===== config.mk =====
export PLATFORM = sky130hd
export DESIGN_NAME = fpst_cfg_regs
export DESIGN_NICKNAME = d
export VERILOG_FILES = /design/src/rtl/fpst_pkg.sv /design/src/rtl/fpst_cfg_regs.sv
export SDC_FILE = /design/constraint.sdc
export NUM_CORES = 1
export LEC_CHECK = 0
export BUFFER_PORTS_ARGS = -buffer_cell sky130_fd_sc_hd__buf_4
export CAP_MARGIN = 40
export CORE_ASPECT_RATIO = 1.4
export CORE_MARGIN = 4
export CORE_UTILIZATION = 50
export CTS_CLUSTER_SIZE = 30
export DETAILED_ROUTE_END_ITERATION = 12
export HOLD_SLACK_MARGIN = 0.06
export PLACE_DENSITY = 0.78
export SYNTH_ARGS = -nofsm -noshare
export SYNTH_HDL_FRONTEND = slang
export SYNTH_SLANG_ARGS = --single-unit

===== constraint.sdc =====
create_clock -name clk -period 8.4 [get_ports clk]
set_input_delay 2.1 -clock clk [delete_from_list [all_inputs] [get_ports clk]]
set_output_delay 2.1 -clock clk [all_outputs]
set_load 0.005 [all_outputs]

===== src/rtl/fpst_pkg.sv =====
package fpst_pkg;

  // Fixed field widths.
  localparam int IMG_WIDTH    = 14;
  localparam int DIST_WIDTH   = 31;
  localparam int RADIUS_WIDTH = 31;
  localparam int NORM_WIDTH   = 32;
  localparam int NUM_PLANES   = 4;

  // Reset values, in whole or half pixels and in tenths of a metre.
  localparam int FOCAL_RESET_PIX    = 315;
  localparam int CX_RESET_HALF_PIX  = 639;
  localparam int CY_RESET_HALF_PIX  = 479;
  localparam int WIDTH_RESET_PIX    = 640;
  localparam int HEIGHT_RESET_PIX   = 480;
  localparam int NEAR_RESET_TENTHS  = 1;
  localparam int FAR_RESET_TENTHS   = 100;

  typedef enum logic [2:0] {
    CFG_FOCAL_X       = 3'd0,
    CFG_FOCAL_Y       = 3'd1,
    CFG_CENTER_X      = 3'd2,
    CFG_CENTER_Y      = 3'd3,
    CFG_IMAGE_WIDTH   = 3'd4,
    CFG_IMAGE_HEIGHT  = 3'd5,
    CFG_NEAR_DISTANCE = 3'd6,
    CFG_FAR_DISTANCE  = 3'd7
  } cfg_index_t;

  typedef enum logic [1:0] {
    CMD_POINT         = 2'd0,
    CMD_POINT_NO_FAR  = 2'd1,
    CMD_SPHERE        = 2'd2,
    CMD_SPHERE_NO_FAR = 2'd3
  } cmd_t;

  typedef enum logic [1:0] {
    PLANE_LEFT   = 2'd0,
    PLANE_RIGHT  = 2'd1,
    PLANE_TOP    = 2'd2,
    PLANE_BOTTOM = 2'd3
  } plane_t;

endpackage


===== src/rtl/fpst_cfg_regs.sv =====
module fpst_cfg_regs #(
  parameter int VALUE_WIDTH = 32,
  parameter int FRAC_BITS   = 16,
  parameter int CFG_WIDTH   = 32
) (
  input  logic                          clk,
  input  logic                          rst,
  input  logic                          cfg_we,
  input  fpst_pkg::cfg_index_t          cfg_index,
  input  logic [CFG_WIDTH-1:0]          cfg_data,
  output logic signed [VALUE_WIDTH-1:0] plane_a [fpst_pkg::NUM_PLANES],
  output logic signed [VALUE_WIDTH-1:0] plane_b [fpst_pkg::NUM_PLANES],
  output logic [fpst_pkg::DIST_WIDTH-1:0] near_distance,
  output logic [fpst_pkg::DIST_WIDTH-1:0] far_distance
);
  import fpst_pkg::*;

  localparam int EXT_W = ((IMG_WIDTH + FRAC_BITS > VALUE_WIDTH) ?
                          (IMG_WIDTH + FRAC_BITS) : VALUE_WIDTH) + 2;

  localparam logic [VALUE_WIDTH-1:0] FOCAL_RST =
    VALUE_WIDTH'(64'(FOCAL_RESET_PIX) << FRAC_BITS);
  localparam logic [VALUE_WIDTH-1:0] CX_RST =
    VALUE_WIDTH'(64'(CX_RESET_HALF_PIX) << (FRAC_BITS - 1));
  localparam logic [VALUE_WIDTH-1:0] CY_RST =
    VALUE_WIDTH'(64'(CY_RESET_HALF_PIX) << (FRAC_BITS - 1));
  localparam logic [DIST_WIDTH-1:0] NEAR_RST =
    DIST_WIDTH'(((64'(NEAR_RESET_TENTHS) << FRAC_BITS) + 64'd5) / 64'd10);
  localparam logic [DIST_WIDTH-1:0] FAR_RST =
    DIST_WIDTH'(((64'(FAR_RESET_TENTHS) << FRAC_BITS) + 64'd5) / 64'd10);

  logic signed [VALUE_WIDTH-1:0] focal_x, focal_y, center_x, center_y;
  logic [IMG_WIDTH-1:0]          image_width, image_height;
  logic signed [EXT_W-1:0]       w_fix, h_fix;

  // Clamp a wide signed value into the signed value range.
  function automatic logic signed [VALUE_WIDTH-1:0] sat_value(
    input logic signed [EXT_W-1:0] v
  );
    logic fits;
    fits = (v[EXT_W-1:VALUE_WIDTH-1] == {(EXT_W-VALUE_WIDTH+1){v[EXT_W-1]}});
    if (fits) begin
      return v[VALUE_WIDTH-1:0];
    end else if (v[EXT_W-1]) begin
      return {1'b1, {(VALUE_WIDTH-1){1'b0}}};
    end else begin
      return {1'b0, {(VALUE_WIDTH-1){1'b1}}};
    end
  endfunction

  always_ff @(posedge clk) begin
    if (rst) begin
      focal_x       <= FOCAL_RST;
      focal_y       <= FOCAL_RST;
      center_x      <= CX_RST;
      center_y      <= CY_RST;
      image_width   <= IMG_WIDTH'(WIDTH_RESET_PIX);
      image_height  <= IMG_WIDTH'(HEIGHT_RESET_PIX);
      near_distance <= NEAR_RST;
      far_distance  <= FAR_RST;
    end else if (cfg_we) begin
      case (cfg_index)
        CFG_FOCAL_X:       focal_x       <= cfg_data[VALUE_WIDTH-1:0];
        CFG_FOCAL_Y:       focal_y       <= cfg_data[VALUE_WIDTH-1:0];
        CFG_CENTER_X:      center_x      <= cfg_data[VALUE_WIDTH-1:0];
        CFG_CENTER_Y:      center_y      <= cfg_data[VALUE_WIDTH-1:0];
        CFG_IMAGE_WIDTH:   image_width   <= cfg_data[IMG_WIDTH-1:0];
        CFG_IMAGE_HEIGHT:  image_height  <= cfg_data[IMG_WIDTH-1:0];
        CFG_NEAR_DISTANCE: near_distance <= cfg_data[DIST_WIDTH-1:0];
        CFG_FAR_DISTANCE:  far_distance  <= cfg_data[DIST_WIDTH-1:0];
        default: ;
      endcase
    end
  end

  // Image extent in the fixed point format.
  assign w_fix = EXT_W'(image_width) << FRAC_BITS;
  assign h_fix = EXT_W'(image_height) << FRAC_BITS;

  // Inward side normals; the right and bottom ones can leave the range and clamp.
  assign plane_a[PLANE_LEFT]   = focal_x;
  assign plane_b[PLANE_LEFT]   = center_x;
  assign plane_a[PLANE_RIGHT]  = sat_value(-EXT_W'(focal_x));
  assign plane_b[PLANE_RIGHT]  = sat_value(w_fix - EXT_W'(center_x));
  assign plane_a[PLANE_TOP]    = focal_y;
  assign plane_b[PLANE_TOP]    = center_y;
  assign plane_a[PLANE_BOTTOM] = sat_value(-EXT_W'(focal_y));
  assign plane_b[PLANE_BOTTOM] = sat_value(h_fix - EXT_W'(center_y));

endmodule


; ---- After elaboration in Yosys (flattened, before gate mapping)
; Index checks and enable logic that the tools add are counted.
[totals]
regBits = 218
inputBits = 38
output_inout_bits = 318
[op_classes]
add_sub_neg = 4
n_eq_ne = 11
mux = 8
n_reduce_logical = 9
[op_table]
columns = cell, n
row1 = $mux W32, 8
row2 = $neg A32 Y34, 2
row3 = $sub A31 B32 Y33, 2
row4 = $reduce_and A2 Y1, 8
row5 = $eq A3 B3 Y1 const B, 4
row6 = $eq A2 B2 Y1, 4
row7 = $eq A3 B2 Y1 const B, 2
row8 = $eq A3 B1 Y1 const B, 1
row9 = $logic_not A3 Y1, 1

; ---- Logic depth before layout (Yosys ltp)
[logic_depth]
word_depth = 3
mapped_depth = 12
ltp_nobuf = 9

; ---- Worst setup path after synthesis
; No wires, ideal clock.
[synth_path]
kind = register -> output
start = register focal_y[11]
end = output port plane_a[11] in the netlist's numbering
t_arrival_ps = 2621
path_slack_ps = 3679
path_stages_with_launch = 10
n_path_buf = 2
cell_sequence = dfxtp_1 or4_4 or3_4 nand3b_4 or4_4 buf_6 nor3_4 and2_4 buf_12 o21ai_2
[synth_rtl]
columns = item, line_no
row1 = "start, declared", fpst_cfg_regs.sv:32  ; logic signed [VALUE_WIDTH-1:0] focal_x, focal_y, center_x, center_y;
row2 = "start signal, assigned", fpst_cfg_regs.sv:64  ; CFG_FOCAL_Y: focal_y <= cfg_data[VALUE_WIDTH-1:0];
row3 = "end, declared", fpst_cfg_regs.sv:11  ; output logic signed [VALUE_WIDTH-1:0] plane_a [fpst_pkg::NUM_PLANES],

==> reports/results.tsv <==
metric	value	unit
crit_required	6.30	ns
cts_made_buffers	21	
ant_nets	0	
ir_drop	0.1933	mV
hold_depth	2	
post_cts_resized	0	
areaGrowthSynthToFinish	29.52	%
synth_edf_count	0	
fmax	169.7	MHz
cts.sinks	218	
clk_path_buf_depth	3	
synthArstFlopShare	0	
worstPathArrival	3.79	ns
yosysSeqAreaShare	0.3637	
dieHeight	191.3	um
postCtsHoldBufs	0	
synth_top_area_cell	dfxtp_1	
top_layer	met4	
core-area	23450	um2
critPathLaunch	center_x[2]	
relSlewSlack	0.4092	
r2r_cells	2	
synthTopCellsByArea	dfxtp_1 (36%), nand2_1 (17%), a21oi_1 (9.0%), xor2_1 (4.9%), ha_1 (3.3%)	
cp-end-kind	output port	
cts_max_level	1	
post-cts-setup-buffer-count	0	
grt_max_degree	123	
drv_slew	0	
ys_ff_latch	218	
post-dp-hpwl	32710	um
cts_tree	built	
critPathKind	flip-flop to output port	
grt_pass1_vias	12209	
yosys_warnings	0	
die_w	138.9	um
clock_tree.root_cell	clkbuf_16	
synthDistinctLibCells	73	
synth_nets	1733	
nets	2019	
syn_area_per_cell	7.216	um2
rsz0062_at_grt	false	
io_pins	356	
clk_pin_slew	0.07	ns
final-hold-violation-count	0	
grt_overflow_total	0	
synth.top_cell.area_share	0.3637	
clk_latency	0.48	ns
status	complete, no violations	
met2_length	22290	um
rows	66	
port_buffers	355	
min_path_type	flip-flop to flip-flop	
grt.total_usage	0.3174	
min_period	5.894	ns
leakagePower	6.956	nW
worst_hold_slack	0.4580	ns
synthSimpleGateAreaFrac	0.2882	
worst_pin_slew	0.8863	ns
min_from	near_distance[25]	
synth_compound_area_frac	0.1787	
yosys.area_share.xor_xnor	0.07590	
met3_length	3285	um
drt-total-wl	45020	um
synth-main-ff-cell	dfxtp_1	
synth_top_family_by_area	simple AND/OR/NAND/NOR gates	
synth_mux_area_frac	0.002607	
reg2reg_from	focal_y[29]	
grt_pass1_wl	67910	um
met1_length	16790	um
tns	0	ns
drtIter0Drc	962	
hold_end	near_distance[25]	
rrSetupSlack	7.54	ns
cp-start-kind	flip-flop	
vias	12933	
dr.pass1.iters	7	
die-area	26580	um2
post-route-util	0.6627	
p_per_area	178.7	nW/um2
worstReg2RegEnd	focal_y[29]	
vias_per_cell	5.700	
initial_core_util	0.5117	
drive_gt1_frac	0.2257	
min_period_over_period	0.7016	
power	0.002777	W
cp_max_fo	23	
drcViolationCount	0	
setup_violations	0	
place.gp.congestion	0.9148	
synthesis.area	12000	um2
synthAdderAreaFrac	0.03503	
routedWlPerCell	19.84	um
antenna_found_initial	0	
maxCapViolCount	0	
diodes	0	
postSynthCellCount	1663	
fin_skew	0	ns
## sequential cells by signal, indices dropped and copies added, names as in the netlist
| signal | cells |
|---|---|
| far_distance | 31 |
| image_width | 14 |
| center_y | 32 |
| center_x | 32 |
| image_height | 14 |
| focal_y | 32 |
| focal_x | 32 |
| near_distance | 31 |
## kinds of logic (layout without fill, tap and decap cells)
| family | after synthesis | count (layout) |
|---|---|---|
| mux | 3 | 3 |
| xor+xnor | 104 | 104 |
| buf+inv | 156 | 456 |
| simple gates | 774 | 774 |
| fa+ha+maj | 34 | 34 |
| flops | 218 | 218 |
| compound gates | 374 | 374 |
## stage by stage
| stage | setup slack [ns] | instance area [um2] | std cells |
|---|---|---|---|
| global route | 1.995 | 15540 | 2269 |
| global placement | 3.000 | 14650 | 2224 |
| floorplan | 3.679 | 12000 | 1663 |
| CTS | 2.479 | 15540 | 2269 |
| detailed placement | 3.027 | 14770 | 2232 |
| finish | 2.506 | 15540 | 2269 |
## metal layers
| layer | global-route usage | up-vias |
|---|---|---|
| met5 | 0 | - |
| met4 | 0.1679 | 0 |
| met3 | 0.05455 | 122 |
| met2 | 0.5550 | 550 |
| met1 | 0.3713 | 6117 |
| li1 | - | 6144 |
## synthesized netlist by cell type, drive strengths merged, types with 3 or more instances
cell,n
a211o,7
a211oi,4
a21o,12
a21oi,216
a2bb2oi,8
a31oi,6
and2,4
and3,9
buf,8
clkbuf,100
dfxtp,218
ha,32
inv,47
nand2,531
nand2b,6
nand3,13
nand3b,38
nand4,7
nor2,72
nor2b,5
nor3,31
nor4,21
nor4b,3
o211ai,5
o21a,4
o21ai,82
o21bai,6
o31ai,4
o41ai,3
or2,6
or3,9
or4,12
xnor2,37
xor2,67
## cell type report
type | instances | area, um2
clock buffer | 26 | 584.3
clock inverter | 11 | 186.4
multi-input combinational | 1289 | 6985
inverter | 47 | 176.4
fill | 2111 | 7910
sequential | 218 | 4364
timing repair buffer | 372 | 2863
tap | 306 | 382.9
## where the power goes
part / total (W) / switching [W] / internal, W / leakage (nW)
clock network: 0.00106 / 0.000411 / 0.000648 / 0.379
logic: 0.000630 / 0.000333 / 0.000297 / 4.81
registers: 0.00109 / 0.0000292 / 0.00106 / 1.77
## worst max-delay path by stage
stage                  endpoint
floorplan           plane_a[11]
global placement     plane_b[6]
detailed placement  plane_a[70]
CTS                 plane_a[70]
global route        plane_b[93]
finish              plane_b[65]
## critical path, stage by stage (launching register included)
cell      delay (ns)
dfxtp_1         0.37
nor4_1          0.48
nand2_1         0.28
nor3_1          0.31
nor2_1          0.13
o211ai_1        0.67
nand2_1         0.64
a21oi_1         0.29
buf_4           0.13
## layout by cell type, fill, tap and decap left out, types with 3 or more instances in the layout
cell	n
a211o_1	7
a211oi_1	4
a21o_1	12
a21oi_1	216
a2bb2oi_1	8
a31oi_1	6
and2_1	3
and3_1	9
buf_4	365
buf_8	3
bufinv_16	5
clkbuf_16	21
clkbuf_8	4
clkinv_2	4
dfxtp_1	218
ha_1	32
inv_1	47
nand2_1	531
nand2b_1	6
nand3_1	13
nand3b_1	37
nand4_1	7
nor2_1	67
nor2_2	4
nor2b_1	5
nor3_1	27
nor4_1	20
o211ai_1	5
o21a_1	4
o21ai_0	72
o21ai_2	8
o21bai_1	6
o31ai_1	4
o41ai_1	3
or2_2	5
or3_1	7
or4_1	9
or4_4	3
xnor2_1	37
xor2_1	67
No activity file was read; power rests on OpenSTA's default activity.
