--- src/rtl/fpst_pkg.sv ---
package fpst_pkg;

  // Fixed field widths.
  localparam int IMG_WIDTH    = 14;
  localparam int DIST_WIDTH   = 31;
  localparam int RADIUS_WIDTH = 31;
  localparam int NORM_WIDTH   = 32;
  localparam int NUM_PLANES   = 4;

  // Reset values, in whole or half pixels and in tenths of a metre.
  localparam int FOCAL_RESET_PIX    = 315;
  localparam int CX_RESET_HALF_PIX  = 639;
  localparam int CY_RESET_HALF_PIX  = 479;
  localparam int WIDTH_RESET_PIX    = 640;
  localparam int HEIGHT_RESET_PIX   = 480;
  localparam int NEAR_RESET_TENTHS  = 1;
  localparam int FAR_RESET_TENTHS   = 100;

  typedef enum logic [2:0] {
    CFG_FOCAL_X       = 3'd0,
    CFG_FOCAL_Y       = 3'd1,
    CFG_CENTER_X      = 3'd2,
    CFG_CENTER_Y      = 3'd3,
    CFG_IMAGE_WIDTH   = 3'd4,
    CFG_IMAGE_HEIGHT  = 3'd5,
    CFG_NEAR_DISTANCE = 3'd6,
    CFG_FAR_DISTANCE  = 3'd7
  } cfg_index_t;

  typedef enum logic [1:0] {
    CMD_POINT         = 2'd0,
    CMD_POINT_NO_FAR  = 2'd1,
    CMD_SPHERE        = 2'd2,
    CMD_SPHERE_NO_FAR = 2'd3
  } cmd_t;

  typedef enum logic [1:0] {
    PLANE_LEFT   = 2'd0,
    PLANE_RIGHT  = 2'd1,
    PLANE_TOP    = 2'd2,
    PLANE_BOTTOM = 2'd3
  } plane_t;

endpackage

--- src/rtl/fpst_norm_unit.sv ---
module fpst_norm_unit #(
  parameter int VALUE_WIDTH = 32
) (
  input  logic                          clk,
  input  logic                          rst,
  input  logic                          start,
  input  logic signed [VALUE_WIDTH-1:0] plane_a [fpst_pkg::NUM_PLANES],
  input  logic signed [VALUE_WIDTH-1:0] plane_b [fpst_pkg::NUM_PLANES],
  output logic [fpst_pkg::NORM_WIDTH-1:0] norms [fpst_pkg::NUM_PLANES],
  output logic                          busy
);
  import fpst_pkg::*;

  localparam int ITER_W = $clog2(VALUE_WIDTH);
  localparam int PIDX_W = $clog2(NUM_PLANES);

  typedef enum logic [3:0] {
    S_IDLE = 4'b0001,
    S_SQ_A = 4'b0010,
    S_SQ_B = 4'b0100,
    S_ROOT = 4'b1000
  } state_t;

  state_t                        state;
  logic [PIDX_W-1:0]             plane_idx;
  logic [ITER_W-1:0]             iter_cnt;
  logic signed [VALUE_WIDTH-1:0] comp_sel;
  logic [VALUE_WIDTH-1:0]        sq_op;
  logic [2*VALUE_WIDTH-1:0]      sq_prod, acc, rad;
  logic [VALUE_WIDTH-1:0]        rem, root, rem_next, root_next;
  logic [VALUE_WIDTH+1:0]        rem_shift, trial;
  logic                          fits;
  logic                          last_iter;

  // One shared squarer: the first component, then the second one.
  assign comp_sel = (state == S_SQ_A) ? plane_a[plane_idx] : plane_b[plane_idx];
  assign sq_op    = comp_sel[VALUE_WIDTH-1] ? VALUE_WIDTH'(-comp_sel) : VALUE_WIDTH'(comp_sel);
  assign sq_prod  = (2*VALUE_WIDTH)'(sq_op) * (2*VALUE_WIDTH)'(sq_op);

  // Restoring square root, one result bit per cycle from the top.
  assign rem_shift = {rem, rad[2*VALUE_WIDTH-1:2*VALUE_WIDTH-2]};
  assign trial     = {root, 2'b01};
  assign fits      = (rem_shift >= trial);
  assign rem_next  = fits ? VALUE_WIDTH'(rem_shift - trial) : VALUE_WIDTH'(rem_shift);
  assign root_next = {root[VALUE_WIDTH-2:0], fits};
  assign last_iter = (iter_cnt == '0);

  assign busy = (state != S_IDLE);

  always_ff @(posedge clk) begin
    if (rst || start) begin
      state     <= S_SQ_A;
      plane_idx <= '0;
    end else begin
      case (state)
        S_SQ_A: state <= S_SQ_B;
        S_SQ_B: state <= S_ROOT;
        S_ROOT: begin
          if (last_iter) begin
            plane_idx <= plane_idx + 1'b1;
            state     <= (plane_idx == PIDX_W'(NUM_PLANES - 1)) ? S_IDLE : S_SQ_A;
          end
        end
        default: ;
      endcase
    end
  end

  always_ff @(posedge clk) begin
    case (state)
      S_SQ_A: acc <= sq_prod;
      S_SQ_B: begin
        rad      <= acc + sq_prod;
        rem      <= '0;
        root     <= '0;
        iter_cnt <= ITER_W'(VALUE_WIDTH - 1);
      end
      S_ROOT: begin
        rad      <= rad << 2;
        rem      <= rem_next;
        root     <= root_next;
        iter_cnt <= iter_cnt - 1'b1;
        if (last_iter) begin
          norms[plane_idx] <= NORM_WIDTH'(root_next);
        end
      end
      default: ;
    endcase
  end

  a_start_restarts: assert property (@(posedge clk) disable iff (rst)
    start |=> (state == S_SQ_A) && (plane_idx == '0))
    else $error("norm recompute did not restart at the first plane");

  a_last_plane_ends: assert property (@(posedge clk) disable iff (rst)
    (state == S_ROOT) && last_iter && (plane_idx == PIDX_W'(NUM_PLANES - 1)) && !start
    |=> !busy)
    else $error("norm unit stayed busy after the last plane");

endmodule

--- config.mk ---
export PLATFORM = sky130hd
export DESIGN_NAME = fpst_norm_unit
export DESIGN_NICKNAME = d
export VERILOG_FILES = /design/src/rtl/fpst_pkg.sv /design/src/rtl/fpst_norm_unit.sv
export SDC_FILE = /design/constraint.sdc
export NUM_CORES = 2
export LEC_CHECK = 0
export BUFFER_PORTS_ARGS = -buffer_cell sky130_fd_sc_hd__buf_2
export CAP_MARGIN = 10
export CORE_ASPECT_RATIO = 2
export CORE_MARGIN = 4
export CORE_UTILIZATION = 50
export CTS_CLUSTER_SIZE = 40
export DETAILED_ROUTE_END_ITERATION = 10
export GPL_TIMING_DRIVEN = 0
export PLACE_DENSITY = 0.68
export SETUP_SLACK_MARGIN = 0.5
export SLEW_MARGIN = 5
export SYNTH_ARGS = -nofsm -noshare
export SYNTH_HDL_FRONTEND = slang
export SYNTH_SLANG_ARGS = --single-unit
--- constraint.sdc ---
create_clock -name clk -period 28.2 [get_ports clk]
set_input_delay 8.46 -clock clk [delete_from_list [all_inputs] [get_ports clk]]
set_output_delay 8.46 -clock clk [all_outputs]
set_load 0.01 [all_outputs]
## Word level (Yosys, flattened, before mapping)

Index checks and enable logic that the tools add are counted.

- Register bits: 331
- Output and inout port bits: 129
- Word-level logic and storage cells: 53

- Add/sub/neg operators: 5
- Multipliers: 1
- Order comparisons: 3
- Equal/unequal tests: 6
- Muxes and demuxes: 19
- Bitwise operators: 1
- Reduce and logical (&&, ||, !) cells: 7

Operators with widths:

| kind | number |
|---|---|
| 2-to-1 mux 32 bit | 8 |
| binary-select mux 32 bit (select 2 bit) | 2 |
| bitwise mux 128 bit | 1 |
| one-hot mux 32 bit (2 select lines) | 2 |
| one-hot mux 64 bit (2 select lines) | 1 |
| adder 64 bit | 1 |
| demux 32 bit (select 2 bit) | 1 |
| multiplier 32 x 32 -> 64 bit | 1 |
| greater-or-equal comparator 34 bit | 1 |
| negator 32 bit | 1 |
| subtractor 32 bit | 1 |
| one-hot mux 4 bit (3 select lines) | 1 |
| one-hot mux 5 bit (2 select lines) | 1 |
| zero test 5 bit | 1 |
| subtractor 5 x 1 -> 5 bit (second input constant) | 1 |
| equality test 4 x 2 -> 1 bit (second input constant) | 1 |
| equality test 4 x 3 -> 1 bit (second input constant) | 1 |
| equality test 4 bit (second input constant) | 1 |
| 2-to-1 mux 4 bit | 1 |
| != test 4 x 1 -> 1 bit (second input constant) | 1 |
| AND reduction 2 bit | 2 |
| greater-or-equal comparator 3 bit (second input constant) | 1 |
| < comparator 3 x 1 -> 1 bit (second input constant) | 1 |
| inverter 2 -> 3 bit | 1 |
| 8 further kinds | 8 |

## Logic depth before layout (Yosys ltp)

- Depth in word-level cells: 10
- Gate-level depth with buffers: 55
- Mapped depth without buffers: 50

## Worst setup path before layout

Ideal clock, no wire load.

- Kind: input-to-reg
- Start point: input port plane_b[0] (netlist name)
- End point: register rad[58], data pin
- Data arrival time: 19587 ps
- Data required time: 27931 ps
- Setup slack: 8344 ps
- Stages: 44
- Path buffers: 3
- Cells stage by stage: mux4_2 mux2i_1 clkbuf_1 clkbuf_1 ha_1 nand2_1 nor2_1 a21oi_1 xor2_1 clkbuf_1 nor2_1 fa_1 inv_1 fa_1 inv_1 fa_1 inv_1 fa_1 (+8 left out) o2111ai_1 nand2_1 a21oi_1 o21a_1 o221ai_1 xor2_1 ha_1 a21o_1 a21o_1 a2111oi_0 o21bai_1 a21oi_1 o21ai_0 a31oi_1 o311ai_0 a31oi_1 xor2_1 o21ai_0

- Word-level cells in the longest chain between the ends: 9

RTL lines:

| what | line | source |
|---|---|---|
| start, declared | fpst_norm_unit.sv:8 | `input logic signed [VALUE_WIDTH-1:0] plane_b [fpst_pkg::NUM_PLANES],` |
| binary-select mux 32 bit (select 2 bit) (*) | fpst_norm_unit.sv:36 | `assign comp_sel = (state == S_SQ_A) ? plane_a[plane_idx] : plane_b[plane_idx];` |
| 2-to-1 mux 32 bit (not written as such) (*) (2 in series) | fpst_norm_unit.sv:36 |  |
| 2-to-1 mux 32 bit (*) | fpst_norm_unit.sv:36 |  |
| negator 32 bit | fpst_norm_unit.sv:37 | `assign sq_op = comp_sel[VALUE_WIDTH-1] ? VALUE_WIDTH'(-comp_sel) : VALUE_WIDTH'(comp_sel);` |
| 2-to-1 mux 32 bit (*) | fpst_norm_unit.sv:37 |  |
| multiplier 32 x 32 -> 64 bit (*) | fpst_norm_unit.sv:38 | `assign sq_prod = (2*VALUE_WIDTH)'(sq_op) * (2*VALUE_WIDTH)'(sq_op);` |
| via sq_prod[39] | fpst_norm_unit.sv:29 | `logic [2*VALUE_WIDTH-1:0] sq_prod, acc, rad;` |
| adder 64 bit (*) | fpst_norm_unit.sv:73 | `rad <= acc + sq_prod;` |
| one-hot mux 64 bit (2 select lines) (*) | fpst_norm_unit.sv:70 | `case (state)` |
| end signal, assigned | fpst_norm_unit.sv:73 |  |
| end signal, assigned | fpst_norm_unit.sv:79 | `rad <= rad << 2;` |
| end, declared | fpst_norm_unit.sv:29 |  |

The timed path passes the listed nets; every way through them passes the cells marked *. The select of a mux whose other input is x is not followed.
A chain may end at the register's enable or synchronous reset.

## Final worst setup path

- Start point: input port plane_b[96] (netlist name)
- End point: register rad[58], data pin

The elaborated chain is that of the path after synthesis.

==> results.sh <==
export IMPL_worst_r2r_cell_count=47
export IMPL_final_cell_mix="1,048 x inv_1, 796 x fa_1, 421 x nor2_1, 421 x buf_2, 400 x nand2_1"
export IMPL_core_sq_um=94100
export IMPL_regToRegStartpoint="plane_idx[1]"
export IMPL_fin_setup_tns_ns=0
export IMPL_violations="capacitance limit, slew limit"
export IMPL_ctsHtreeMaxLevel=1
export IMPL_cp_end_kind="flip-flop"
export IMPL_hold_slack_ns=0.530
export IMPL_worstSetupPathType="primary input to flip-flop"
export IMPL_status="complete, but fails checks"
export IMPL_gp_congestion=1.09
export IMPL_met3WireLength_mm=15.4
export IMPL_min_delay_start="rad[39]"
export IMPL_io_buffers=387
export IMPL_syn_avg_cell_area_sq_um=10.0
export IMPL_drtAntennaViolNets=0
export IMPL_slew_viol_final=7
export IMPL_crit_required_ns=28.55
export IMPL_cts_resized=0
export IMPL_synth_edf_count=324
export IMPL_dr_pass1_iters=6
export IMPL_min_to="rad[41]"
export IMPL_drt_wirelength_per_cell_um=29.0
export IMPL_setup_violations=0
export IMPL_rrSetupSlack_ns=9.69
export IMPL_ys_seq_area_share_pct=20.7
export IMPL_fmax_mhz=41.1
export IMPL_maxSlewHeadroom_pct=-14.3
export IMPL_rsz0062_at_grt="no"
export IMPL_postCtsSetupBuffers=0
export IMPL_antenna_found_initial=37
export IMPL_gr_usage_all_layers_pct=37.7
export IMPL_root_buffer="clkbuf_16"
export IMPL_slowest_stage="xor2_1"
export IMPL_cts_hold_buf=0
export IMPL_grt_max_degree=65
export IMPL_fin_crit_sh_pct=86.3
export IMPL_cap_viol_max_count=1
export IMPL_hold_class="flip-flop to flip-flop"
export IMPL_ys_flop_type="edfxtp_1"
export IMPL_start_kind="primary input"
export IMPL_areaGrowthSynthToFinish_pct=10.5
export IMPL_fin_cells=6454
export IMPL_fin_nets=6639
export IMPL_synth_cell_area_sq_um=47500
export IMPL_insertion_delay_ns=0.63
export IMPL_cts_buffers=29
export IMPL_die_width_um=226
export IMPL_wl_mm=187
export IMPL_vias=38200
export IMPL_syn_inst=4731
export IMPL_cts_sinks=330
export IMPL_met2WireLength_mm=93.9
export IMPL_initial_core_util_pct=50.5
export IMPL_drive_gt1_share_pct=12.0
export IMPL_finalCriticalPeriod_ns=24.33
export IMPL_drc=0
export IMPL_clock_path_buffers=3
export IMPL_crit_arrival_ns=24.67
export IMPL_die_area_sq_um=100000
export IMPL_whs_path_depth=2
export IMPL_die_h_um=444
export IMPL_ioPinCount=388
export IMPL_r2r_end="rad[58]"
export IMPL_via_per_inst=5.93
export IMPL_yosysUniqueCellTypes=85
export IMPL_async_reset_ff_share_pct=0
export IMPL_highest_layer="met5"
export IMPL_slowest_delay_ns=0.94
export IMPL_final_common_cell="inv_1"
export IMPL_fin_worst_skew_ns=0.0208
export IMPL_overflow=0
export IMPL_dp_cells=6372
export IMPL_clk_pin_slew_worst_paths_ns=0.07
export IMPL_hpwl_mm=155
export IMPL_wl_met1_mm=52.0
export IMPL_row_count=159
export IMPL_finalHoldViolations=0
export IMPL_worst_slew_pin_slew_ns=1.67
export IMPL_drt_iter0_drc=3229
export IMPL_synth_area_leaders="fa_1 34%, edfxtp_1 20%, ha_1 10%"
export IMPL_grt_pass1_wl_mm=270
export IMPL_synth_top_area_cell="fa_1"
export IMPL_cts_tree="built"
export IMPL_crit_top_cell="fa_1"
export IMPL_fillers=8521
export IMPL_yosys_warnings=0
export IMPL_grt_pass1_vias=41900
export IMPL_synth_seq_cells=330
export IMPL_crit_fanout=10
export IMPL_synth_top_area_share_pct=33.5
==> area by class of cell <==
class,count,area (sq um),share of cell area (%)
well taps,1207,1510,2.88
clock inverters,23,239,0.455
multi-input cells,3202,33200,63.2
plain buffers,162,697,1.33
clock buffers,31,733,1.40
inverters,1061,3990,7.59
repair buffers,414,2260,4.30
diodes,24,60.1,0.114
flip-flops and latches,330,9850,18.8
==> worst max-delay path: cells and delay by family <==
kind	cells	cell delay [ns]
xor gates and xnor gates	4	1.58
buffers and inverters	6	2.73
muxes	2	0.93
AOI/OAI and AO/OA	14	3.48
and+or+nand+nor	7	2.01
adders and majority gates	11	5.45
==> cells in the mapped netlist (28+ instances only) <==
master and instances:
nand2_1 400, nand3_1 35, inv_1 1048, a211oi_1 31
a21o_1 99, xnor2_1 125, clkbuf_1 112, a21oi_1 221
nand4_1 31, mux4_2 60, o21ai_0 100, o21bai_1 28
nor2_1 422, fa_1 796, mux2i_1 36, edfxtp_1 324
nor3_1 33, ha_1 384, buf_2 35, xor2_1 76
==> kinds of logic (layout without fill, tap and decap cells) <==
family	Yosys count	after routing	synth area share, %
AO/OA/AOI/OAI	628	628	8.42
adder cells (fa/ha/maj)	1180	1180	43.6
XOR/XNOR	206	206	3.92
flip-flops	330	330	20.7
other	2	50	0.0158
AND/OR/NAND/NOR	1062	1062	9.71
multiplexers	100	100	3.71
buffers and inverters	1223	1691	9.85
==> sequential cells by signal (all words and copies together) (netlist names) <==
name / flops
rad: 64
root: 32
norms: 128
iter_cnt: 5
plane_idx: 2
acc: 63
rem: 32
state: 4
==> routing by layer <==
| layer | vias up | global-route usage (%) |
|---|---|---|
| met5 | - | 0 |
| met4 | 16 | 38.4 |
| met3 | 1027 | 10.9 |
| met2 | 2155 | 65.6 |
| met1 | 19000 | 33.1 |
| li1 | 16000 | - |
==> worst max path at each step <==
stage / start / endpoint / slack, ns / cells after the start
final: plane_b[96] / rad[58] / 3.87 / 44
after global routing: plane_b[64] / rad[58] / 3.49 / 44
after CTS: plane_b[96] / rad[62] / 4.09 / 47
after detailed placement: plane_b[96] / rad[62] / 3.50 / 47
after global placement: plane_b[96] / rad[58] / 3.31 / 46
after floorplan: plane_b[0] / rad[58] / 8.34 / 44
==> through the flow <==
stage / area (sq um) / setup slack (ns) / utilization, %
after global routing: 52500 / 3.49 / 55.8
after floorplan: 47600 / 8.34 / -
after detailed placement: 51400 / 3.50 / 54.6
final: 52500 / 3.87 / 55.8
after CTS: 52400 / 4.09 / 55.7
after global placement: 51100 / 3.31 / 54.3
Power is left out: the tool's default activity adds up to more than one toggle a clock period on the data nets, which glitch-free logic cannot reach.
